==> src/hw/rtl/iris_rubber_sheet_coordinate_map_assert.svh <==
// Assertion macros for the iris rubber-sheet coordinate map.
// Needs clk and arst_n in the scope of use; no other dependencies.
`ifndef IRIS_RUBBER_SHEET_COORDINATE_MAP_ASSERT_SVH
`define IRIS_RUBBER_SHEET_COORDINATE_MAP_ASSERT_SVH

// same-cycle implication, checked out of reset
`define IRSM_ASSERT_IMP(lbl, ante, cons, msg) \
	lbl: assert property (@(posedge clk) disable iff (!arst_n) (ante) |-> (cons)) \
		else $error(msg);

// next-cycle implication, checked out of reset
`define IRSM_ASSERT_NEXT(lbl, ante, cons, msg) \
	lbl: assert property (@(posedge clk) disable iff (!arst_n) (ante) |=> (cons)) \
		else $error(msg);

`endif

==> src/hw/rtl/irsm_pkg.sv <==
// Shared constants, register codes and a helper function of the rubber-sheet map.
// No dependencies.
package irsm_pkg;

	localparam int DEF_COORD_BITS       = 10;
	localparam int DEF_SINE_TABLE_DEPTH = 1024;
	localparam int DEF_TRIG_FRAC_BITS   = 15;

	localparam int COORD_FRAC = 8;
	localparam int COL_W      = 12;
	localparam int ROW_W      = 10;
	localparam int CTR_W      = 10;
	localparam int RAD_W      = 9;
	localparam int IMG_W      = 11;
	localparam int OUT_W      = 12;
	localparam int GW_W       = 12;  // unwrapped width w
	localparam int GH_W       = 10;  // unwrapped height h
	localparam int CFG_IDX_W  = 3;
	localparam int CFG_DATA_W = 11;
	localparam int ITEM_W     = 2 * OUT_W + 2;

	localparam logic [33:0] PI_Q32 = 34'd13493037705;
	localparam longint unsigned HALF_PI_Q30 = 64'd1686629713;

	typedef enum logic [CFG_IDX_W-1:0] {
		REG_PUPIL_X,
		REG_PUPIL_Y,
		REG_PUPIL_R,
		REG_LIMBUS_X,
		REG_LIMBUS_Y,
		REG_LIMBUS_R,
		REG_IMAGE_WIDTH,
		REG_IMAGE_HEIGHT
	} cfg_reg_t;

	typedef struct packed {
		logic [CTR_W-1:0] pupil_x;
		logic [CTR_W-1:0] pupil_y;
		logic [RAD_W-1:0] pupil_r;
		logic [CTR_W-1:0] limbus_x;
		logic [CTR_W-1:0] limbus_y;
		logic [RAD_W-1:0] limbus_r;
		logic [IMG_W-1:0] image_width;
		logic [IMG_W-1:0] image_height;
	} cfg_t;

	// w = round(2 * r * pi), pi in Q32
	function automatic logic [GW_W-1:0] grid_width(input logic [RAD_W-1:0] r);
		logic [43:0] prod;
		prod = 44'({r, 1'b0}) * 44'(PI_Q32) + (44'd1 << 31);
		return prod[43:32];
	endfunction

endpackage

==> src/hw/rtl/irsm_front.sv <==
// Front end: derives the grid width, flags grid membership, forms the phase dividend.
// Depends on irsm_pkg.
module irsm_front #(
	parameter int SINE_TABLE_DEPTH = irsm_pkg::DEF_SINE_TABLE_DEPTH,
	parameter int PN_W = irsm_pkg::COL_W + $clog2(SINE_TABLE_DEPTH) + 4
) (
	input  logic                         clk,
	input  logic                         arst_n,
	input  logic [irsm_pkg::RAD_W-1:0]   limbus_r,
	input  logic [irsm_pkg::COL_W-1:0]   angle_column,
	input  logic [irsm_pkg::ROW_W-1:0]   radial_row,
	output logic [PN_W-1:0]              ph_num,
	output logic [irsm_pkg::GW_W:0]      ph_den,
	output logic                         w_zero,
	output logic                         in_grid
);

	localparam int LOGD = $clog2(SINE_TABLE_DEPTH);

	logic [irsm_pkg::GW_W-1:0] w_q;
	logic [irsm_pkg::GH_W-1:0] h;

	// the grid width register follows the limbus radius in the next cycle
	always_ff @(posedge clk or negedge arst_n) begin
		if (!arst_n) begin
			w_q <= irsm_pkg::grid_width(irsm_pkg::RAD_W'(1));
		end else begin
			w_q <= irsm_pkg::grid_width(limbus_r);
		end
	end

	assign h = {limbus_r, 1'b0};

	// phase = round(4D * col / w): dividend 2*col*4D + w over 2w
	assign ph_num  = PN_W'({angle_column, {(LOGD + 3){1'b0}}}) + PN_W'(w_q);
	assign ph_den  = {w_q, 1'b0};
	assign w_zero  = (w_q == '0);
	assign in_grid = (angle_column < w_q) && (radial_row < h);

endmodule

==> config.mk <==
export PLATFORM = sky130hd
export DESIGN_NAME = irsm_front
export DESIGN_NICKNAME = d
export VERILOG_FILES = /design/src/hw/rtl/iris_rubber_sheet_coordinate_map_assert.svh /design/src/hw/rtl/irsm_pkg.sv /design/src/hw/rtl/irsm_front.sv
export SDC_FILE = /design/constraint.sdc
export NUM_CORES = 1
export LEC_CHECK = 0
export ABC_AREA = 1
export BUFFER_PORTS_ARGS = -buffer_cell sky130_fd_sc_hd__buf_4
export CORE_MARGIN = 10
export CORE_UTILIZATION = 55
export CTS_BUF_LIST = sky130_fd_sc_hd__clkbuf_4
export DETAILED_ROUTE_END_ITERATION = 10
export PLACE_DENSITY = 0.75
export SETUP_SLACK_MARGIN = 0.1
export SKIP_LAST_GASP = 1
export SLEW_MARGIN = 20
export SYNTH_ARGS = -nofsm -noshare
export SYNTH_HDL_FRONTEND = slang
export SYNTH_SLANG_ARGS = --single-unit
==> constraint.sdc <==
create_clock -name clk -period 3.41 [get_ports clk]
set_input_delay 0.5115 -clock clk [delete_from_list [all_inputs] [get_ports clk]]
set_output_delay 0.5115 -clock clk [all_outputs]
set_load 0.005 [all_outputs]
* After elaboration in Yosys (flattened, before gate mapping)
Index checks and enable logic that the tools add are counted.
** Word-level totals
- Bits in registers :: 12
- Logic and storage cells :: 8
- Output and inout bits :: 41
- Input bits :: 33
** Cells by class
- Reduce and logical (&&, ||, !) cells :: 2
- Add/subtract/negate cells :: 2
- Order comparisons :: 2
- $mul :: 1
** Operators by type and width (count)
- $add 44x32->44 const B :: 1
- $mul 9x34->43 const B :: 1
- $add 25x12->26 :: 1
- $logic_not 12->1 :: 1
- $lt 12x12->1 :: 1
- $lt 10x10->1 :: 1
- $logic_and 1x1->1 :: 1

* Logic depth before layout (Yosys ltp)
Gate-level depths: netlist of the first run.
- Word-level depth :: 2
- Mapped depth :: 30
- Mapped depth without buffers :: 30

* Worst setup path after synthesis of the first run
OpenSTA, ideal clock, no wires.
- Kind :: in2reg
- Start :: in limbus_r[0] (netlist name)
- End :: reg w_q[11] (netlist name)
- Path slack :: -1.333 ns
- Stages on the path :: 24
- Setup time :: 0.113 ns
- Path buffers :: 0
- Arrival :: 4.631 ns
- Path through :: fa_1 -> fa_1 -> fa_1 -> inv_1 -> fa_1 -> inv_1 -> ha_1 -> nand2_2 -> inv_2 -> a21oi_1 -> nand2_1 -> a21oi_1 -> nand2_1 -> nand2_1 -> nand2_1 -> inv_1 -> ha_1 -> nand3_1 -> nor2_2 -> nand2_4 -> nor2_4 -> nand3_1 -> nand2_1 -> inv_1
** On the way
- Word-level cells in the longest chain between the ends :: 2
** RTL lines
- from (decl) :: line irsm_front.sv:9 : input logic [irsm_pkg::RAD_W-1:0] limbus_r,
- $mul 9x34->43 :: line irsm_pkg.sv:50 : prod = 44'({r, 1'b0}) * 44'(PI_Q32) + (44'd1 << 31);
- $add 44x32->44 :: line irsm_pkg.sv:50
- to (signal assigned) :: line irsm_front.sv:26 : w_q <= irsm_pkg::grid_width(irsm_pkg::RAD_W'(1));
- to (signal assigned) :: line irsm_front.sv:28 : w_q <= irsm_pkg::grid_width(limbus_r);
- to (decl) :: line irsm_front.sv:20 : logic [irsm_pkg::GW_W-1:0] w_q;
Every way passes these cells.

* Worst setup path after layout of the first run
- Start :: in limbus_r[2] (netlist name)
- End :: reg w_q[10] (netlist name)
The elaborated chain is that of the path after synthesis.

==> flow_metrics.tcl, run 1 <==
set metrics [dict create \
    cts-htree-levels 1 \
    cp_cell_sequence "buf_8 > fa_2 > fa_1 > fa_1 > inv_1 > fa_1 > inv_2 > ha_4 > nand2_8 > buf_6 > nor4_4 > nand2_2 > nand3_4 > nand2_4 > buf_6 > buf_4 > nor2_4 > nand2_4 > nor2_8 > nand3_2 > nand2_1 > inv_1" \
    vias 6770 \
    synthCells 918 \
    peakVddDrop_uv 828 \
    overflow 0 \
    fin_util_pct 80.0 \
    yosys_register_bits 12 \
    status "finished, violations left" \
    port_buffers 69 \
    grt_pass1_wl_um 33300 \
    fillCellCount 721 \
    drv_slew 0 \
    row_count 38 \
    first_pass_iters 5 \
    yosys-top-cells-area "ha_1 (24%), fa_1 (19%), inv_1 (14%), nand2_1 (14%), dfrtp_1 (4.0%)" \
    clockBufferDepth 2 \
    routed_wl_um 21600 \
    synthTopCellsByCount "inv_1 (228), nand2_1 (227), ha_1 (119)" \
    grt_max_degree 13 \
    hpwl_um 17400 \
    synth_top_area_share_pct 23.8 \
    coreArea_um2 11000 \
    wl_per_cell_um 16.9 \
    final_nets 1353 \
    synth_area_um2 6250 \
    cts_root_buf "clkbuf_4" \
    period_share_pct 137 \
    cts_buffers 3 \
    largest_reg_flops 12 \
    cts_tree "built" \
    finalSetupTns_ns -13.73 \
    syn_avg_cell_area_um2 6.81 \
    clock.fmax_ghz 0.214 \
    violations "negative setup slack" \
    synth_cell_types 37 \
    ctsHoldBuffers 0 \
    synth_top_cell_by_area "ha_1" \
    hold_path.class "in2async" \
    synth_most_common_cell "inv_1" \
    slowest_delay_ns 0.67 \
    cpMostUsedCell "fa_1" \
    seqCellArea_um2 303 \
    grt_setup_unrepaired "true" \
    largest-register "w_q" \
    crit_type "in2reg" \
    dieArea_um2 16000 \
    leakage_nw 5.08 \
    setup_viol 12 \
    die_h_um 127 \
    synthFlopType "dfrtp_1" \
    drtIter0Drc 423 \
    critPathTopFamily "adder cells" \
    grt_usage_pct 24.9 \
    drc_errors 0 \
    cp.arrival_ns 4.85 \
    ys_warn_count 0 \
    endpoint_kind "register" \
    place_ws_ns -1.49 \
    period_minus_slack_ns 4.68 \
    finalPower_mw 7.59 \
    cp_max_fo 5 \
    antenna_found_initial 0 \
    cts_sinks 12 \
    chipWidth_um 127 \
    crit_buf_inv 7 \
    via_per_inst 5.28 \
    ant_nets 0 \
    clkTransAtPathRegs_ns 0.08 \
    synth_edf_count 0 \
    diodes 0 \
    layout-drive-gt1-share_pct 34.6 \
    async_reset_ff_share_pct 100 \
    pin_count 74 \
    largest_registers "w_q: 12 flops" \
    multi_input_comb_area_um2 5440 \
    areaGrowthSynthToFinish_pct 40.6 \
    globalplace.congestion 0.977 \
    first_global_vias 6949 \
    critPathLaunchType "input pin" \
    yosysSeqAreaShare_pct 4.84 \
    slowest_stage "fa_2" \
    start_util_pct 56.9 \
    worst_hold_slack_ns 0.0580 \
    power_density_nw_per_um2 864 \
    final_hold_viol_count 0 \
    setup_ws_ns -1.27 \
    critPathRequiredTime_ns 3.59 \
    cap_violations 0 \
]
cells by family after synthesis:
kind of cell,share of synthesized area [%]
simple gates,25.8
compound gates,7.09
other cells,0.0600
fa+ha+maj,42.4
flops,4.84
xor+xnor,1.82
buf+inv,18.0
how the worst max path moves through the flow:
stage	start	slack (ns)	endpoint	cells after the start
5_1_grt	limbus_r[2]	-1.43	w_q[10]$_DFF_PN0_	25
2_1_floorplan	limbus_r[5]	-1.09	w_q[11]$_DFF_PN0_	25
6_report	limbus_r[2]	-1.27	w_q[10]$_DFF_PN0_	22
4_1_cts	limbus_r[0]	-1.09	w_q[11]$_DFF_PN0_	23
3_5_place_dp	limbus_r[2]	-1.49	w_q[9]$_DFF_PN0_	25
3_3_place_gp	limbus_r[2]	-1.40	w_q[11]$_DFF_PN0_	23
per-stage QoR:
step	instance area, um^2	instances
final	8790	1282
after CTS	8550	1277
after detailed placement	8100	1262
after floorplan	6410	920
after global placement	8100	1262
after global routing	8790	1282
cell type report:
class                      instances  area share [%]
inverter                         244            10.6
multi-input combinational        636            61.9
clock buffer                       3           0.256
timing repair buffer             246            21.8
clock inverter                     1          0.0427
tap                              140            1.99
sequential                        12            3.45
power breakdown:
part / internal, mW / switching, mW
logic: 3.22 / 3.99
clock network: 0.0423 / 0.0461
registers: 0.225 / 0.0681
total: 3.49 / 4.10
routing by layer:
| layer | global-route usage (%) | share of wire, % |
|---|---|---|
| met1 | 27.8 | 38 |
| met5 | 0 | 0 |
| met2 | 45.2 | 49 |
| met3 | 3.62 | 7.0 |
| met4 | 12.1 | 6.7 |
layout by cell type (no fill, tap or decap), types with 3 or more instances in the layout:
master / n
nand2_2: 21
a21oi_1: 36
nor2_2: 8
o21ai_1: 4
clkbuf_4: 3
nor3_1: 8
ha_4: 17
fa_2: 5
nor2_1: 45
xor2_1: 4
inv_2: 27
a21oi_2: 10
nand3_1: 22
inv_4: 4
ha_1: 100
nand2_4: 14
dfrtp_1: 10
nor2_4: 13
o21bai_1: 7
a21o_1: 4
inv_1: 212
nand2_1: 203
o21ai_0: 9
fa_1: 53
nand4_1: 11
nand3b_1: 3
xnor2_1: 5
buf_4: 235
nand3_2: 4
conb_1: 3
buf_6: 7
repair_timing:
| action | CTS | global route |
|---|---|---|
| gates cloned | 0 | 0 |
| buffers inserted | 11 | 5 |
| endpoints found under the setup margin | 12 | 12 |
| pin swaps | 52 | 40 |
| gates resized for setup | 80 | 44 |
No activity file was read; power rests on OpenSTA's default activity.
==> run 2, diff against run 1 <==
--- a/config.mk
+++ b/config.mk
@@ -8,10 +8,11 @@
 export ABC_AREA = 1
 export BUFFER_PORTS_ARGS = -buffer_cell sky130_fd_sc_hd__buf_4
 export CORE_MARGIN = 10
-export CORE_UTILIZATION = 55
+export CORE_UTILIZATION = 50
 export CTS_BUF_LIST = sky130_fd_sc_hd__clkbuf_4
+export CTS_CLUSTER_DIAMETER = 120
 export DETAILED_ROUTE_END_ITERATION = 10
-export PLACE_DENSITY = 0.75
+export PLACE_DENSITY = 0.69
 export SETUP_SLACK_MARGIN = 0.1
 export SKIP_LAST_GASP = 1
 export SLEW_MARGIN = 20
==> flow_metrics.tcl, run 2 (synthesis results as in run 1) <==
set metrics [dict create \
    cp_max_fo 6 \
    start_util_pct 51.6 \
    vias 6523 \
    clkTransAtPathRegs_ns 0.07 \
    cts_root_buf "clkbuf_4" \
    largest-register "w_q" \
    coreArea_um2 12100 \
    drtIter0Drc 332 \
    ctsHoldBuffers 0 \
    cts_buffers 3 \
    final_hold_viol_count 0 \
    slew_headroom_pct 66.9 \
    cts_sinks 12 \
    routed_wl_um 20700 \
    drv_slew 0 \
    cap_violations 0 \
    ant_nets 0 \
    diodes 0 \
    port_buffers 69 \
    critPathRequiredTime_ns 3.58 \
    grt_setup_unrepaired "true" \
    finalPower_mw 7.59 \
    first_pass_iters 5 \
    endpoint_kind "register" \
    critPathLaunchType "input pin" \
    wl_per_cell_um 15.8 \
    setup_viol 12 \
    via_per_inst 4.99 \
    layout-drive-gt1-share_pct 38.5 \
    met3_usage_pct 2.93 \
    violations "negative setup slack" \
    row_count 40 \
    leakage_nw 5.05 \
    final_cell_mix "buf_4 (234), inv_1 (204), nand2_1 (181)" \
    chipWidth_um 132 \
    met2_usage_pct 39.4 \
    cpMostUsedCell "nand2_1" \
    tightestPinTransition_ns 0.492 \
    clockBufferDepth 2 \
    setup_ws_ns -1.10 \
    die_h_um 132 \
    period_share_pct 132 \
    drc_errors 0 \
    largest_registers "w_q: 12 flops" \
    cts-htree-levels 1 \
    pin_count 74 \
    crit_type "in2reg" \
    final_nets 1349 \
    largest_reg_flops 12 \
    placed_cells 1287 \
    fin_cells 1306 \
    met1_usage_pct 26.8 \
    slowest_stage "fa_2" \
    fin_util_pct 74.0 \
    overflow 0 \
    status "finished, violations left" \
    crit_buf_inv 5 \
    areaGrowthSynthToFinish_pct 43.5 \
    critPathTopFamily "adder cells" \
    period_minus_slack_ns 4.51 \
    dieArea_um2 17400 \
    hold_path.class "in2async" \
    power_density_nw_per_um2 846 \
    antenna_found_initial 0 \
    final_common_cell "buf_4" \
    grt_usage_pct 22.5 \
    peakVddDrop_uv 490 \
    grt_max_degree 13 \
    cp.arrival_ns 4.68 \
    globalplace.congestion 1.01 \
    worst_hold_slack_ns 0.0638 \
    clock.fmax_ghz 0.222 \
    cts_tree "built" \
    first_global_vias 6652 \
    slowest_delay_ns 0.66 \
    grt_pass1_wl_um 32400 \
    hpwl_um 17400 \
    top_usage_layer "met2" \
]
[run 2: final cells by class]
| type | instances | area [um^2] |
|---|---|---|
| Timing Repair Buffer | 242 | 1880 |
| Clock inverter | 1 | 3.75 |
| Inverter | 244 | 920 |
| Sequential cell | 12 | 303 |
| Clock buffer | 3 | 22.5 |
| Tap cell | 168 | 210 |
| Multi-Input combinational cell | 636 | 5630 |
| Fill cell | 922 | 3150 |
[run 2: repair_timing]
action,in CTS,in global routing
setup buffers,11,5
gates resized for setup,69,96
setup endpoints to repair,12,12
pin swaps,46,56
gates cloned,0,0
endpoints found under the hold margin,0,0
[run 2: power breakdown]
group	switching [mW]	internal (mW)	leakage (nW)
clock network	0.0454	0.0424	0.0154
logic	3.91	3.31	4.89
registers	0.0593	0.225	0.139
total	4.01	3.58	5.05
[run 2: how the worst max path moves through the flow]
stage	startpoint	to	slack, ns	cells past startpoint
2_1_floorplan	limbus_r[5]	w_q[11]$_DFF_PN0_	-1.09	25
3_3_place_gp	limbus_r[6]	w_q[10]$_DFF_PN0_	-1.41	22
3_5_place_dp	limbus_r[6]	w_q[11]$_DFF_PN0_	-1.47	25
4_1_cts	limbus_r[0]	w_q[11]$_DFF_PN0_	-1.01	23
5_1_grt	limbus_r[1]	w_q[9]$_DFF_PN0_	-1.29	25
6_report	limbus_r[1]	w_q[9]$_DFF_PN0_	-1.10	25
[run 2: per-layer routing]
layer  part of all wire (%)  wire length, um
met4                    5.0             1040
met2                     48            10000
met5                      0                0
met3                    5.6             1160
met1                     41             8460
[run 2: stage by stage]
| stage | setup TNS, ns | worst slack [ns] | cell area, um^2 |
|---|---|---|---|
| floorplan | -10.71 | -1.09 | 6410 |
| global placement | -15.28 | -1.41 | 8130 |
| detailed placement | -16.01 | -1.47 | 8130 |
| CTS | -10.81 | -1.01 | 8560 |
| global route | -13.62 | -1.29 | 8970 |
| finish | -11.86 | -1.10 | 8970 |
==> run 3, diff against run 2 <==
--- a/config.mk
+++ b/config.mk
@@ -14,6 +14,7 @@
 export DETAILED_ROUTE_END_ITERATION = 10
 export PLACE_DENSITY = 0.69
 export SETUP_SLACK_MARGIN = 0.1
+export SKIP_CTS_REPAIR_TIMING = 1
 export SKIP_LAST_GASP = 1
 export SLEW_MARGIN = 20
 export SYNTH_ARGS = -nofsm -noshare
==> flow_metrics.tcl, run 3 (synthesis results as in run 1) <==
set metrics [dict create \
    first_global_vias 6434 \
    critPathLaunchType "input pin" \
    setup_viol 12 \
    antenna_found_initial 0 \
    p_seq_share_pct 4.1 \
    coreArea_um2 12100 \
    cap_violations 0 \
    violations "negative setup slack" \
    areaGrowthSynthToFinish_pct 37.5 \
    cts_sinks 12 \
    finalSetupTns_ns -11.98 \
    peakVddDrop_uv 506 \
    clkTransAtPathRegs_ns 0.07 \
    final_nets 1340 \
    ant_nets 0 \
    critPathRequiredTime_ns 3.59 \
    status "finished, violations left" \
    largest_reg_flops 12 \
    start_util_pct 51.6 \
    fin_util_pct 71.0 \
    clockBufferDepth 2 \
    largest_registers "w_q: 12 flops" \
    final_common_cell "buf_4" \
    cts-htree-levels 1 \
    switchingPower_mw 3.69 \
    final_cell_mix "buf_4 (228), inv_1 (214), nand2_1 (204)" \
    overflow 0 \
    intPower_mw 3.24 \
    clock.fmax_ghz 0.221 \
    finalPower_mw 6.93 \
    clkPwrFrac_pct 1.3 \
    diodes 0 \
    row_count 40 \
    grt_usage_pct 21.9 \
    final_hold_viol_count 0 \
    drtIter0Drc 272 \
    globalplace.congestion 1.01 \
    switching_share_pct 53.3 \
    seqCellArea_um2 303 \
    cts_tree "built" \
    grt_max_degree 13 \
    dieArea_um2 17400 \
    period_share_pct 133 \
    leakage_nw 4.95 \
    grt_pass1_wl_um 31600 \
    grt_setup_unrepaired "true" \
    startpoint "limbus_r[7]" \
    wl_per_cell_um 15.0 \
    cp_max_fo 4 \
    multi_input_comb_area_um2 5350 \
    vias 6305 \
    period_minus_slack_ns 4.53 \
    port_buffers 69 \
    crit_type "in2reg" \
    fin_cells 1297 \
    drv_slew 0 \
    drc_errors 0 \
    hpwl_um 17400 \
    endpoint_kind "register" \
    cts_buffers 3 \
    largest-register "w_q" \
    setup_ws_ns -1.12 \
    cp.arrival_ns 4.70 \
    hold_path.class "in2async" \
    power_density_nw_per_um2 806 \
    place_ws_ns -1.47 \
    layout-drive-gt1-share_pct 33.2 \
    fillCellCount 1018 \
    via_per_inst 4.86 \
    die_h_um 132 \
    placed_cells 1287 \
    cts_root_buf "clkbuf_4" \
    chipWidth_um 132 \
    p_comb_share_pct 94.6 \
    routed_wl_um 19500 \
    first_pass_iters 5 \
    pin_count 74 \
]
## run 3: power groups by stage
stage	Sequential, mW	Clock, mW	Combinational [mW]
2_1_floorplan	0.280	0	3.46
3_3_place_gp	0.286	0	5.59
3_5_place_dp	0.287	0	5.66
4_1_cts	0.284	0.0912	5.69
5_1_grt	0.297	0.0969	7.27
6_report	0.284	0.0893	6.56
## run 3: area by class of cell
type / instances / area share (%)
Sequential cell: 12 / 3.52
Tap cell: 168 / 2.45
Clock inverter: 1 / 0.0437
Timing Repair Buffer: 233 / 20.8
Inverter: 244 / 10.7
Clock buffer: 3 / 0.262
Multi-Input combinational cell: 636 / 62.3
## run 3: final timing paths
kind	endpoint	slack (ns)	depth (start not counted)
hold / removal	w_q[3]$_DFF_PN0_	0.06	1
min in group clk	w_q[11]$_DFF_PN0_	1.13	8
setup / recovery	w_q[11]$_DFF_PN0_	-1.12	24
max in group asynchronous	w_q[1]$_DFF_PN1_	3.12	1
## run 3: critical path: stages
cell,delay [ns]
buf_4,0.13
fa_2,0.60
inv_1,0.09
fa_2,0.43
fa_1,0.42
inv_1,0.09
fa_2,0.47
ha_4,0.31
nand2_1,0.08
nor2_2,0.17
nand2_2,0.09
nor4_2,0.26
nand2_1,0.10
nand3_1,0.10
nand2_2,0.07
inv_2,0.07
ha_4,0.14
nand3_4,0.07
nor2_4,0.12
nand2_4,0.07
nor2_4,0.14
nand3_2,0.07
nand2_1,0.06
inv_1,0.03
## run 3: layer usage
metal  up-vias  part of all wire [%]  track usage [%]
met4         0                   3.7             7.60
met5         -                     0                0
met3        43                   5.1             2.82
met2       176                    49             38.5
met1      2904                    43             26.8
li1       3182                     -                -
## run 3: through the flow
| stage | instance area (um^2) | hold slack [ns] |
|---|---|---|
| finish | 8590 | 0.0590 |
| global route | 8590 | 0.0610 |
| CTS | 8150 | 0.0606 |
| detailed placement | 8130 | 0.358 |
| global placement | 8130 | 0.356 |
| floorplan | 6410 | 0.216 |
