### config.mk
export PLATFORM = sky130hd
export DESIGN_NAME = irsm_fifo
export DESIGN_NICKNAME = d
export VERILOG_FILES = /design/src/hw/rtl/iris_rubber_sheet_coordinate_map_assert.svh /design/src/hw/rtl/irsm_fifo.sv
export SDC_FILE = /design/constraint.sdc
export NUM_CORES = 1
export LEC_CHECK = 0
export BUFFER_PORTS_ARGS = -buffer_cell sky130_fd_sc_hd__buf_2
export CAP_MARGIN = 20
export CORE_MARGIN = 2
export CORE_UTILIZATION = 30
export DETAILED_ROUTE_END_ITERATION = 10
export HOLD_SLACK_MARGIN = 0.15
export PLACE_DENSITY_LB_ADDON = 0.2
export SLEW_MARGIN = 30
export SYNTH_ARGS = -nofsm -noshare
export SYNTH_HDL_FRONTEND = slang
export SYNTH_SLANG_ARGS = --single-unit
### constraint.sdc
create_clock -name clk -period 2.8 [get_ports clk]
set_input_delay 0.28 -clock clk [delete_from_list [all_inputs] [get_ports clk]]
set_output_delay 0.28 -clock clk [all_outputs]
set_load 0.02 [all_outputs]
### src/hw/rtl/iris_rubber_sheet_coordinate_map_assert.svh
// Assertion macros for the iris rubber-sheet coordinate map.
// Needs clk and arst_n in the scope of use; no other dependencies.
`ifndef IRIS_RUBBER_SHEET_COORDINATE_MAP_ASSERT_SVH
`define IRIS_RUBBER_SHEET_COORDINATE_MAP_ASSERT_SVH

// same-cycle implication, checked out of reset
`define IRSM_ASSERT_IMP(lbl, ante, cons, msg) \
	lbl: assert property (@(posedge clk) disable iff (!arst_n) (ante) |-> (cons)) \
		else $error(msg);

// next-cycle implication, checked out of reset
`define IRSM_ASSERT_NEXT(lbl, ante, cons, msg) \
	lbl: assert property (@(posedge clk) disable iff (!arst_n) (ante) |=> (cons)) \
		else $error(msg);

`endif

### src/hw/rtl/irsm_fifo.sv
// Two-entry queue with registered occupancy, used on both sides of the back end.
// No dependencies.
module irsm_fifo #(
	parameter int W = 8
) (
	input  logic         clk,
	input  logic         arst_n,
	input  logic         push,
	input  logic [W-1:0] din,
	output logic         full,
	input  logic         pop,
	output logic [W-1:0] dout,
	output logic         empty
);

	logic [W-1:0] mem_q [2];
	logic         wr_q;
	logic         rd_q;
	logic [1:0]   cnt_q;
	logic         do_push;
	logic         do_pop;

	assign full    = (cnt_q == 2'd2);
	assign empty   = (cnt_q == 2'd0);
	assign do_push = push && !full;
	assign do_pop  = pop && !empty;
	assign dout    = mem_q[rd_q];

	// pointers and count
	always_ff @(posedge clk or negedge arst_n) begin
		if (!arst_n) begin
			wr_q  <= 1'b0;
			rd_q  <= 1'b0;
			cnt_q <= 2'd0;
		end else begin
			if (do_push) wr_q <= !wr_q;
			if (do_pop) rd_q <= !rd_q;
			cnt_q <= cnt_q + 2'(do_push) - 2'(do_pop);
		end
	end

	// storage
	always_ff @(posedge clk) begin
		if (do_push) mem_q[wr_q] <= din;
	end

endmodule

# Word level (Yosys, flattened, before mapping)
# Memories as Yosys holds them, arrays and structs flattened.
# Index checks and enable logic that the tools add are counted.
[classes]
n_eq_ne = 1
reduce_logical = 7
n_mux = 2
n_addsub = 2
[op_table]
columns = ["cell", "count"]
rows = [
  ["$logic_not 1->1", 4],
  ["$add 2x1->2", 1],
  ["$eq 2x2->1 const B", 1],
  ["$logic_and 1x1->1", 2],
  ["$logic_not 2->1", 1],
  ["$mux 1", 2],
  ["$sub 2x1->2", 1],
]
[word_totals]
ram_bits = 16
wordCells = 16
ff_bits = 4
output_inout_bits = 10
memories = 1
inputBits = 12
[memory_table]
columns = ["name", "depth", "width", "rd", "rd_clocked_by_memory_dff", "wr", "line", "rtl"]
rows = [
  ["mem_q", 2, 8, 1, 0, 1, "irsm_fifo.sv:16", "logic [W-1:0] mem_q [2];"],
]

# Logic depth before layout (Yosys ltp)
# Gate-level depths: netlist of run 1.
[logic_depth]
depth_word = 5
ltp_mapped = 7
ltp_nobuf = 7

# Least setup slack after synthesis of run 1
# No wires, ideal clock.
[synth_timing]
kind = "register -> register"
start = "register cnt_q[1]"
end = "register cnt_q[1]"
setup_ns = 0.123
path_slack_ns = 1.106
period_less_slack_ns = 1.694
stages_incl_launch_ff = 8
required_time_ns = 2.677
arrival_time_ns = 1.572
n_path_buf = 0
path_cell_list = "dfrtp_1 > nor2_1 > nor2b_2 > ha_1 > inv_1 > ha_1 > xnor2_1 > xnor2_1"
[synth_via]
elab_cells_between_ends = 8
classes_between = "2 x add/sub; 1 x eq/ne; 5 x reduce/logical"
[synth_rtl]
columns = ["element", "line", "rtl"]
rows = [
  ["from (decl)", "irsm_fifo.sv:19", "logic [1:0] cnt_q;"],
  ["from (signal assigned)", "irsm_fifo.sv:38", "cnt_q <= cnt_q + 2'(do_push) - 2'(do_pop);"],
  ["$logic_not 2->1", "irsm_fifo.sv:24", "assign empty = (cnt_q == 2'd0);"],
  ["via empty", "irsm_fifo.sv:13", "output logic empty"],
  ["$logic_not 1->1", "irsm_fifo.sv:26", "assign do_pop = pop && !empty;"],
  ["$logic_and 1x1->1", "irsm_fifo.sv:26", ""],
  ["via do_pop", "irsm_fifo.sv:21", "logic do_pop;"],
  ["$sub 2x1->2", "irsm_fifo.sv:38", ""],
]
# The timed path passes the listed nets, and every way through them passes these cells.
# A chain may end at the register's enable or synchronous reset.

# Final worst setup path of run 1
[layout_timing]
start = "register rd_q"
end = "output dout[4]"
[layout_via]
elab_chain_len = 1
[layout_rtl]
columns = ["element", "line", "rtl"]
rows = [
  ["from (decl)", "irsm_fifo.sv:18", "logic rd_q;"],
  ["from (signal assigned)", "irsm_fifo.sv:37", "if (do_pop) rd_q <= !rd_q;"],
  ["$mem_v2 2x8", "-", ""],
  ["to (decl)", "irsm_fifo.sv:12", "output logic [W-1:0] dout,"],
]
# No other way between the ends.

==> results by group, run 1 <==
Run status
  • Status: finished, final reports clean

Critical path
  • R2R depth: 3
  • WP buf/inv: 1
  • Cell family with most CP delay: flip-flops
  • WP data arrival: 1.43 ns
  • Worst-path maximum fanout: 9
  • Worst setup path category: reg -> out
  • Slowest CP cell: dfrtp_1
  • Worst EP required: 2.52 ns
  • Max stage delay on crit path: 0.60 ns
  • Crit-path cells: mux2_2 -> buf_2
  • Critical path startpoint category: flop
  • Reg2reg start: cnt_q[1]
  • Stages on the worst setup path: 2
  • R2R Path End: mem_q[0][1]
  • CP Launch Point: rd_q
  • FF-to-FF setup slack: 1.22 ns
  • CP endpoint: dout[4]
  • Critical Path Sink Type: output pin

Clock network
  • Clock latency on the worst-skew pair: 0.29 ns
  • H-tree depth: 1
  • # resized after CTS: 0
  • Maximum clock insertion buffer count: 2
  • Clock sink count: 20
  • CTS tree: yes
  • Post-CTS setup buffer count: 0
  • Clk slew on worst S/H paths: 0.11 ns
  • Clock Tree Root: clkbuf_4
  • Total CTS buffers: 3

Die
  • Die footprint: 3010 sq um
  • Cell Rows: 18
  • Die height: 54.9 microns
  • Total core area: 2450 sq um
  • Initial Util: 31.6%
  • Die X: 54.9 microns
  • Boundary Pins: 22

Route
  • Routed Antenna Nets: 0
  • DR pass1 iterations: 4
  • DRT iter0 DRCs: 2
  • Via density per instance: 4.28
  • DRC viols: 0
  • Per-cell routed wire length: 12.2 microns
  • Final wirelength: 1200 microns
  • Routed vias: 419

Layout
  • Share of cells above drive strength 1: 50.0%
  • Area delta synth->final: 23.7%
  • Final Net Count: 83
  • Register area: 581 sq um
  • Multi-input logic area: 183 sq um
  • # fillers: 249
  • Fin util: 39.1%
  • Diodes inserted: 0

Synthesis
  • Mapped Nets: 57
  • Cells after synthesis: 43
  • Avg Cell Area, Syn: 18.0 sq um
  • Yosys warning count: 0
  • Unique masters post-synth: 13
  • Synth top area share: 61.9%
  • Synthesis-stage register bit count: 20
  • Mapped Area: 776 sq um
  • Area contributors post-synth: edfxtp_1, dfrtp_1, mux2_2
  • Sequential cell area fraction in the yosys report: 74.8%
  • Post-synth top area cell: edfxtp_1

Global route
  • First-pass GRT wire length: 1770 microns
  • Initial antenna violation count: 0
  • Gr usage total: 8.82%
  • Pin count of the biggest net entering global routing: 12
  • Vias in the first global route: 432
  • Total congestion overflow: 0

Job
  • Max cap viols: 0

Power and ir drop
  • Peak supply drop: 583 uV
  • Power Dens Cells: 1030 nW/um^2
  • Leakage: 0.394 nW

Placed design
  • RD Place Congestion: 0.651
  • Port Buffers: 21
  • Dpl hpwl: 911 microns
  • Place WS: 1.21 ns

STA
  • Final period demand of the worst path: 1.71 ns
  • Endpoints failing hold: 0
  • Max Slew Vio Count: 0
  • Final worst path period share: 61.1%
  • Least-Margin Pin Slew: 0.694 ns
  • Maximum clock rate: 584 MHz
  • RSZ-0062 raised after global routing: false
  • Setup ws final: 1.09 ns
  • Final setup vio count: 0
  • Slew HR: 53.6%
  • Final setup TNS: 0 ns
  • Clock Skew: 0.00522 ns

Hold path
  • Hold Crit Class: in -> reg
-- cells in the mapped netlist (all sizes together) --
cell    count
edfxtp     16
mux2        8
dfrtp       4
xnor2       3
ha          2
inv         2
nor2        2
and3        1
buf         1
nand2       1
nand2b      1
nor2b       1
xor2        1
-- sequential cells by signal, summed over array words and instances, names as in the netlist --
signal and count:
cnt_q 2, mem_q 16, rd_q 1, wr_q 1
-- what timing repair did --
| action | CTS | global route |
|---|---|---|
| hold buffers | 1 | 0 |
| setup endpoints to repair | 0 | 0 |
| hold endpoints to repair | 4 | 0 |
-- kinds of logic (layout without fill, tap and decap cells) --
kind of cell / Yosys count / count (layout) / synth area share (%)
buf+inv: 3 / 28 / 1.61
flops: 20 / 20 / 74.8
fa+ha+maj: 2 / 2 / 3.23
mux: 8 / 8 / 11.6
simple gates: 6 / 6 / 4.19
xor+xnor: 4 / 4 / 4.52
-- through the flow --
stage	area [sq um]	instances	hold WS [ns]	power [mW]
floorplan	776	43	-0.0156	0.735
global placement	913	93	0.0972	0.840
detailed placement	913	93	0.0961	0.846
CTS	960	98	0.158	1.01
global route	960	98	0.158	1.05
finish	960	98	0.173	0.990
-- worst register-to-register path, stage by stage (launching register included) --
cell	delay, ns
dfrtp_1	0.42
nand2b_1	0.12
nand2_1	0.12
nor2_1	0.56
-- power breakdown --
part	switching [mW]	internal, mW	total [mW]	leakage (nW)
registers	0.0537	0.416	0.470	0.195
logic	0.201	0.159	0.360	0.178
clock network	0.0809	0.0791	0.160	0.0210
total	0.336	0.654	0.990	0.394
-- routing by layer --
metal	share of wire, %	routed length [microns]	global-route usage, %
met1	42	509	9.36
met2	53	638	15.9
met3	4.3	51	2.73
met4	0	0	3.75
met5	0	0	0
-- cell type report --
cell class              instances  share of cell area (%)
well taps                      30                    3.91
multi-input cells              20                    19.0
repair buffers                 22                    12.0
inverters                       2                   0.782
flip-flops and latches         20                    60.5
clock buffers                   4                    3.78
-- worst min path at each step --
stage | start | cells past startpoint | endpoint
4_1_cts | din[2] | 1 | mem_q[0][2]
2_1_floorplan | arst_n | 0 | cnt_q[0]
6_report | din[6] | 1 | mem_q[0][6]
3_5_place_dp | arst_n | 1 | rd_q
5_1_grt | din[2] | 1 | mem_q[0][2]
3_3_place_gp | arst_n | 1 | cnt_q[1]
-- placed cells by master (no fill, tap or decap), drive strengths merged --
master       count
buf             21
edfxtp          16
mux2             8
dfrtp            4
clkbuf           4
xnor2            3
inv              2
nor2             2
ha               2
nand2b           1
nand2            1
and3             1
nor2b            1
xor2             1
dlygate4sd3      1
No activity file was read; power rests on OpenSTA's default activity.
==> run 2, diff against run 1 <==
- clock period: 2.8 -> 1.5 ns (I/O delays scaled with it)
==> run 2 against run 1 <==
  * Final cell count is 16% higher
  * Via count is 15% higher
  * Combinational power grew to 2.8 times the previous value
  * Critical path depth is 5 higher
  * Highest routed layer unchanged
==> results by group, run 2 (synthesis results as in run 1) <==
Power and ir drop
  • Comb pwr share: 44.1% (+7.7 points)
  • Leakage: 0.488 nW (+24%)
  • Share of power burned in registers: 37.5% (-10 points)
  • Power Dens Cells: 1940 nW/um^2 (+88%)
  • Sw Share: 31.4% (-2.5 points)
  • Switching power of the nets: 726 uW (+120%)
  • Int Pwr: 1.58 mW (+140%)
  • Clock Power Share: 18.4% (+2.2 points)
  • Total chip power: 2.31 mW (+130%)
  • Peak supply drop: 1220 uV (+110%)

Placed design
  • Dpl hpwl: 847 microns (-7.0%)
  • RD Place Congestion: 0.652 (+0.20%)
  • Placed cell count: 97 (+4.3%)
  • Placed instance area: 963 sq um (+5.5%)
  • Port Buffers: 21 (unchanged)

Route
  • Final wirelength: 1270 microns (+6.3%)
  • DRT iter0 DRCs: 0 (-2)
  • Routed Antenna Nets: 0 (unchanged)
  • DRC viols: 0 (unchanged)
  • Per-cell routed wire length: 11.2 microns (-8.7%)
  • Routed vias: 480 (+15%)
  • Via density per instance: 4.21 (-1.5%)
  • DR pass1 iterations: 1 (-3)

Layout
  • Final Net Count: 99 (+19%)
  • Largest register by flop count: mem_q
  • Most common cell after layout, fill and taps aside: buf_2
  • # fillers: 224 (-10%)
  • Diodes inserted: 0 (unchanged)
  • Final instance area: 1190 sq um (+24%)
  • Max reg flops: 16 (unchanged)
  • Largest regs: mem_q: 16 flops, cnt_q: 2 flops
  • Fin util: 48.5% (+9.4 points)
  • Area delta synth->final: 53.4%
  • Non-Filler Instances: 114 (+16%)
  • Share of cells above drive strength 1: 60.7% (+11 points)
  • Commonest non-fill, non-tap cells in the layout: buf_2, edfxtp_1, dlygate4sd3_1, mux2_2, buf_4

Global route
  • Pin count of the biggest net entering global routing: 13 (+1)
  • Total congestion overflow: 0 (unchanged)
  • Initial antenna violation count: 0 (unchanged)
  • Gr usage total: 9.88% (+1.1 points)
  • First-pass GRT wire length: 1960 microns (+10%)
  • Vias in the first global route: 473 (+9.5%)

Clock network
  • CTS tree: yes
  • Clock Tree Root: clkbuf_4
  • Clock latency on the worst-skew pair: 0.29 ns (about the same)
  • H-tree depth: 1 (unchanged)
  • Clk slew on worst S/H paths: 0.11 ns (about the same)
  • Clock sink count: 20 (unchanged)
  • Maximum clock insertion buffer count: 2 (unchanged)
  • Total CTS buffers: 3 (unchanged)

STA
  • Slew HR: 86.9% (+33 points)
  • Final setup TNS: 0 ns (unchanged)
  • Final worst path period share: 96.4%
  • Least-Margin Pin Slew: 0.195 ns (-0.499 ns)
  • Final period demand of the worst path: 1.45 ns
  • Clock Skew: 0.00836 ns (+0.00315 ns)
  • Max Slew Vio Count: 0 (unchanged)
  • Endpoints failing hold: 0 (unchanged)
  • Maximum clock rate: 691 MHz
  • Final setup vio count: 0 (unchanged)
  • RSZ-0062 raised after global routing: true

Die
  • Die footprint: 3010 sq um (unchanged)
  • Cell Rows: 18 (unchanged)
  • Total core area: 2450 sq um (unchanged)
  • Boundary Pins: 22 (unchanged)
  • Die X: 54.9 microns (unchanged)
  • Initial Util: 31.6% (unchanged)
  • Die height: 54.9 microns (unchanged)

Critical path
  • FF-to-FF setup slack: 0.05 ns (-1.17 ns)
  • Critical path startpoint category: flop
  • Critical Path Sink Type: flop
  • Max stage delay on crit path: 0.43 ns (-0.17 ns)
  • WP data arrival: 1.63 ns (+0.20 ns)
  • CP most frequent cell: ha_4
  • Worst-path maximum fanout: 3 (-6)
  • Worst EP required: 1.68 ns (-0.84 ns)
  • Crit-path cells: nand2b_4 -> nand2_4 -> ha_4 -> inv_2 -> ha_4 -> xnor2_2 -> xnor2_1
  • Slowest CP cell: dfrtp_1
  • Worst setup path category: reg -> reg

Run status
  • Status: finished, final reports clean

Job
  • Max cap viols: 0 (unchanged)

Hold path
  • Hold Crit Class: in -> async
[run 2: cell types whose count changed in the layout (fill, tap and decap cells not counted), moves of 2 or more]
| cell | delta |
|---|---|
| dfrtp_1 | -2 |
| ha_4 | +2 |
| dfrtp_2 | +2 |
| dlygate4sd3_1 | +8 |
| buf_4 | +6 |
| ha_1 | -2 |
[run 2: layer usage]
layer  GRT usage [%]  up-vias  routed length (microns)
met5               0        -                        0
met4            5.00        0                        0
met3            3.28        0                       61
met2            17.5       11                      686
met1            10.3      233                      526
li1                -      236                        -
[run 2: power groups by stage]
stage | Sequential (mW) | Combinational, mW | Clock, mW
2_1_floorplan | 0.845 | 0.550 | 0
3_3_place_gp | 0.906 | 0.767 | 0
3_5_place_dp | 0.910 | 0.768 | 0
4_1_cts | 0.907 | 0.882 | 0.446
5_1_grt | 0.886 | 1.11 | 0.472
6_report | 0.865 | 1.02 | 0.425
[run 2: final cells by class]
| class | instances | area (sq um) | area share [%] |
|---|---|---|---|
| inverters | 2 | 7.51 | 0.631 |
| well taps | 30 | 37.5 | 3.15 |
| clock inverters | 1 | 30.0 | 2.52 |
| clock buffers | 3 | 22.5 | 1.89 |
| flip-flops and latches | 20 | 583 | 49.0 |
| repair buffers | 38 | 272 | 22.8 |
| multi-input cells | 20 | 238 | 20.0 |
[run 2: timing repair]
item / in CTS / in global routing
cloned: 0 / 0
hold buffers: 9 / 0
resized for setup: 6 / 7
setup buffers: 2 / 2
pin swaps: 2 / 4
endpoints found under the hold margin: 20 / 0
endpoints found under the setup margin: 9 / 9
[run 2: path summary, 6_finish.rpt]
check	cells after the start	from	to
worst min-delay path	2	arst_n	rd_q
worst max register to register	7	cnt_q[0]	cnt_q[1]
max in group asynchronous	2	arst_n	cnt_q[1]
worst max-delay path	7	cnt_q[0]	cnt_q[1]
min in group clk	4	push	wr_q
worst min register to register	1	wr_q	wr_q
[run 2: worst max-delay path, delay by kind of cell (launching register included)]
| kind | cells | cell delay [ns] |
|---|---|---|
| flip-flops | 1 | 0.43 |
| adder cells (fa/ha/maj) | 2 | 0.40 |
| XOR/XNOR | 2 | 0.24 |
| AND/OR/NAND/NOR | 2 | 0.22 |
| buffers and inverters | 1 | 0.04 |
[run 2: through the flow]
stage               setup slack [ns]  hold WS, ns
floorplan                    0.00481       -0.146
global placement              0.0303      -0.0305
detailed placement          -0.00673      -0.0316
CTS                          0.00364        0.165
global route                 -0.0164        0.168
finish                        0.0533        0.174
==> run 3, diff against run 2 <==
- SETUP_SLACK_MARGIN: default -> 0.15
==> run 3 against run 2 <==
  * Critical path depth unchanged
  * Flip-flop and latch count unchanged
  * First-iteration DRC count up 4
  * Clock skew fell by 0.00051 ns
  * Maximum frequency fell by 0.76%
  * Register-to-register slack hardly changed
  * Routed wire length rose by 16%
  * Combinational power rose by 25%
  * Critical endpoint unchanged
  * Largest cell class unchanged
  * Highest routed layer is now met4
==> results by group, run 3 (synthesis results as in run 1) <==
Clock network
  • H-tree depth: 1 (unchanged)
  • CTS tree: yes
  • Clock latency on the worst-skew pair: 0.29 ns (about the same)
  • Clk slew on worst S/H paths: 0.11 ns (about the same)
  • Clock Tree Root: clkbuf_4
  • Total CTS buffers: 3 (unchanged)
  • Maximum clock insertion buffer count: 2 (unchanged)
  • Clock sink count: 20 (unchanged)

Global route
  • Vias in the first global route: 491 (+3.8%)
  • First-pass GRT wire length: 2210 microns (+13%)
  • Gr usage total: 11.5% (+1.6 points)
  • Initial antenna violation count: 0 (unchanged)
  • Pin count of the biggest net entering global routing: 12 (-1)
  • Total congestion overflow: 0 (unchanged)

Placed design
  • RD Place Congestion: 0.604 (-7.4%)
  • Placed instance area: 958 sq um (-0.52%)
  • Port Buffers: 21 (unchanged)
  • Placed cell count: 98 (+1.0%)
  • Dpl hpwl: 889 microns (+4.9%)

Hold path
  • Hold Crit Class: in -> async

Run status
  • Status: finished, final reports clean

Die
  • Boundary Pins: 22 (unchanged)
  • Die height: 54.9 microns (unchanged)
  • Die X: 54.9 microns (unchanged)
  • Die footprint: 3010 sq um (unchanged)
  • Total core area: 2450 sq um (unchanged)
  • Initial Util: 31.6% (unchanged)
  • Cell Rows: 18 (unchanged)

Power and ir drop
  • Power Dens Cells: 1910 nW/um^2 (-1.8%)
  • Switching power of the nets: 797 uW (+9.8%)
  • Comb pwr share: 53.3% (+9.2 points)
  • Clock Power Share: 10.4% (-8.0 points)
  • Peak supply drop: 1100 uV (-9.9%)
  • Sw Share: 33.1% (+1.7 points)
  • Share of power burned in registers: 36.3% (-1.2 points)
  • Int Pwr: 1.61 mW (+1.8%)
  • Leakage: 0.520 nW (+6.5%)
  • Total chip power: 2.41 mW (+4.3%)

Layout
  • Most common cell after layout, fill and taps aside: edfxtp_1
  • Non-Filler Instances: 118 (+3.5%)
  • Share of cells above drive strength 1: 63.6% (+2.9 points)
  • Commonest non-fill, non-tap cells in the layout: edfxtp_1, buf_2, buf_6, dlygate4sd3_1, buf_4
  • Area delta synth->final: 62.9%
  • Final instance area: 1260 sq um (+6.2%)
  • Max reg flops: 16 (unchanged)
  • Final Net Count: 103 (+4.0%)
  • Largest regs: mem_q: 16 flops, cnt_q: 2 flops
  • Largest register by flop count: mem_q
  • # fillers: 229 (+2.2%)
  • Diodes inserted: 0 (unchanged)
  • Fin util: 51.5% (+3.0 points)

STA
  • RSZ-0062 raised after global routing: true
  • Clock Skew: 0.00785 ns (-0.000513 ns)
  • Final worst path period share: 97.2% (+0.74 points)
  • Least-Margin Pin Slew: 0.161 ns (-0.0339 ns)
  • Final period demand of the worst path: 1.46 ns (+0.0110 ns)
  • Final setup vio count: 0 (unchanged)
  • Endpoints failing hold: 0 (unchanged)
  • Maximum clock rate: 686 MHz (-0.76%)
  • Final setup TNS: 0 ns (unchanged)
  • Slew HR: 89.3% (+2.3 points)
  • Max Slew Vio Count: 0 (unchanged)

Critical path
  • Worst-path maximum fanout: 3 (unchanged)
  • Critical path startpoint category: flop
  • Worst setup path category: reg -> reg
  • Slowest CP cell: dfrtp_2
  • WP data arrival: 1.64 ns (about the same)
  • CP most frequent cell: ha_4
  • Worst EP required: 1.68 ns (about the same)
  • Critical Path Sink Type: flop
  • FF-to-FF setup slack: 0.04 ns (about the same)
  • Reg2reg start: cnt_q[1]
  • R2R Path End: cnt_q[1]
  • R2R depth: 7 (unchanged)
  • Max stage delay on crit path: 0.46 ns (+0.03 ns)
  • Crit-path cells: nor2_4 -> nor2b_4 -> ha_4 -> inv_4 -> ha_4 -> xnor2_2 -> xnor2_1

Route
  • DR pass1 iterations: 5 (+4)
  • Final wirelength: 1470 microns (+16%)
  • Via density per instance: 4.25 (+0.84%)
  • DRC viols: 0 (unchanged)
  • DRT iter0 DRCs: 4 (+4)
  • Routed vias: 501 (+4.4%)
  • Routed Antenna Nets: 0 (unchanged)
  • Per-cell routed wire length: 12.5 microns (+12%)

Job
  • Max cap viols: 0 (unchanged)
[run 3: changes by cell type in the layout (fill, tap and decap cells not counted), sizes merged]
cell	previous run	this run
buf	29	33
bufinv	1	0
clkbuf	3	4
[run 3: final cells by class]
| class | count | area [sq um] | area share [%] |
|---|---|---|---|
| Clock buffer | 4 | 26.3 | 2.08 |
| Inverter | 2 | 10.0 | 0.792 |
| Timing Repair Buffer | 42 | 353 | 27.9 |
| Multi-Input combinational cell | 20 | 254 | 20.1 |
| Sequential cell | 20 | 583 | 46.1 |
| Tap cell | 30 | 37.5 | 2.97 |
[run 3: stage by stage]
step	setup WS [ns]	hold WS [ns]
after floorplan	0.00481	-0.146
after global placement	0.0341	-0.0311
after detailed placement	0.0140	-0.0331
after CTS	0.0426	0.183
after global routing	0.00255	0.179
final	0.0422	0.183
[run 3: per-layer routing]
| metal | wire [microns] | share of wire [%] | global-route usage [%] | vias to the layer above |
|---|---|---|---|---|
| met3 | 66 | 4.5 | 3.28 | 2 |
| met5 | 0 | 0 | 0 | - |
| met2 | 801 | 54 | 20.4 | 14 |
| met4 | 14 | 0.95 | 5.00 | 0 |
| met1 | 591 | 40 | 12.4 | 239 |
| li1 | - | - | - | 246 |
[run 3: how the worst max path moves through the flow]
| stage | start | endpoint | slack, ns | cells after the start |
|---|---|---|---|---|
| after floorplan | cnt_q[0] | cnt_q[1] | 0.005 | 7 |
| after global placement | cnt_q[0] | cnt_q[1] | 0.03 | 7 |
| after detailed placement | cnt_q[0] | cnt_q[1] | 0.01 | 7 |
| after CTS | cnt_q[1] | cnt_q[1] | 0.04 | 7 |
| after global routing | cnt_q[0] | cnt_q[1] | 0.003 | 7 |
| final | cnt_q[1] | cnt_q[1] | 0.04 | 7 |
[run 3: repair_timing]
| action | 4_1_cts | 5_1_grt |
|---|---|---|
| hold buffers | 9 | 0 |
| gates resized for setup | 31 | 8 |
| cloned | 0 | 0 |
| setup endpoints to repair | 17 | 17 |
| hold endpoints to repair | 20 | 0 |
| setup buffers | 6 | 1 |
| pin swaps | 6 | 5 |
[run 3: worst max-delay path, delay by kind of cell (launching register included)]
kind | cells | cell delay, ns
adder cells (fa/ha/maj) | 2 | 0.42
XOR/XNOR | 2 | 0.24
buffers and inverters | 1 | 0.03
flip-flops | 1 | 0.46
AND/OR/NAND/NOR | 2 | 0.21
[run 3: power by group through the flow]
stage	clock network [mW]	logic (mW)	registers, mW
finish	0.250	1.28	0.875
global placement	0	0.756	0.902
global route	0.291	1.39	0.892
floorplan	0	0.550	0.845
detailed placement	0	0.755	0.905
CTS	0.260	1.21	0.869
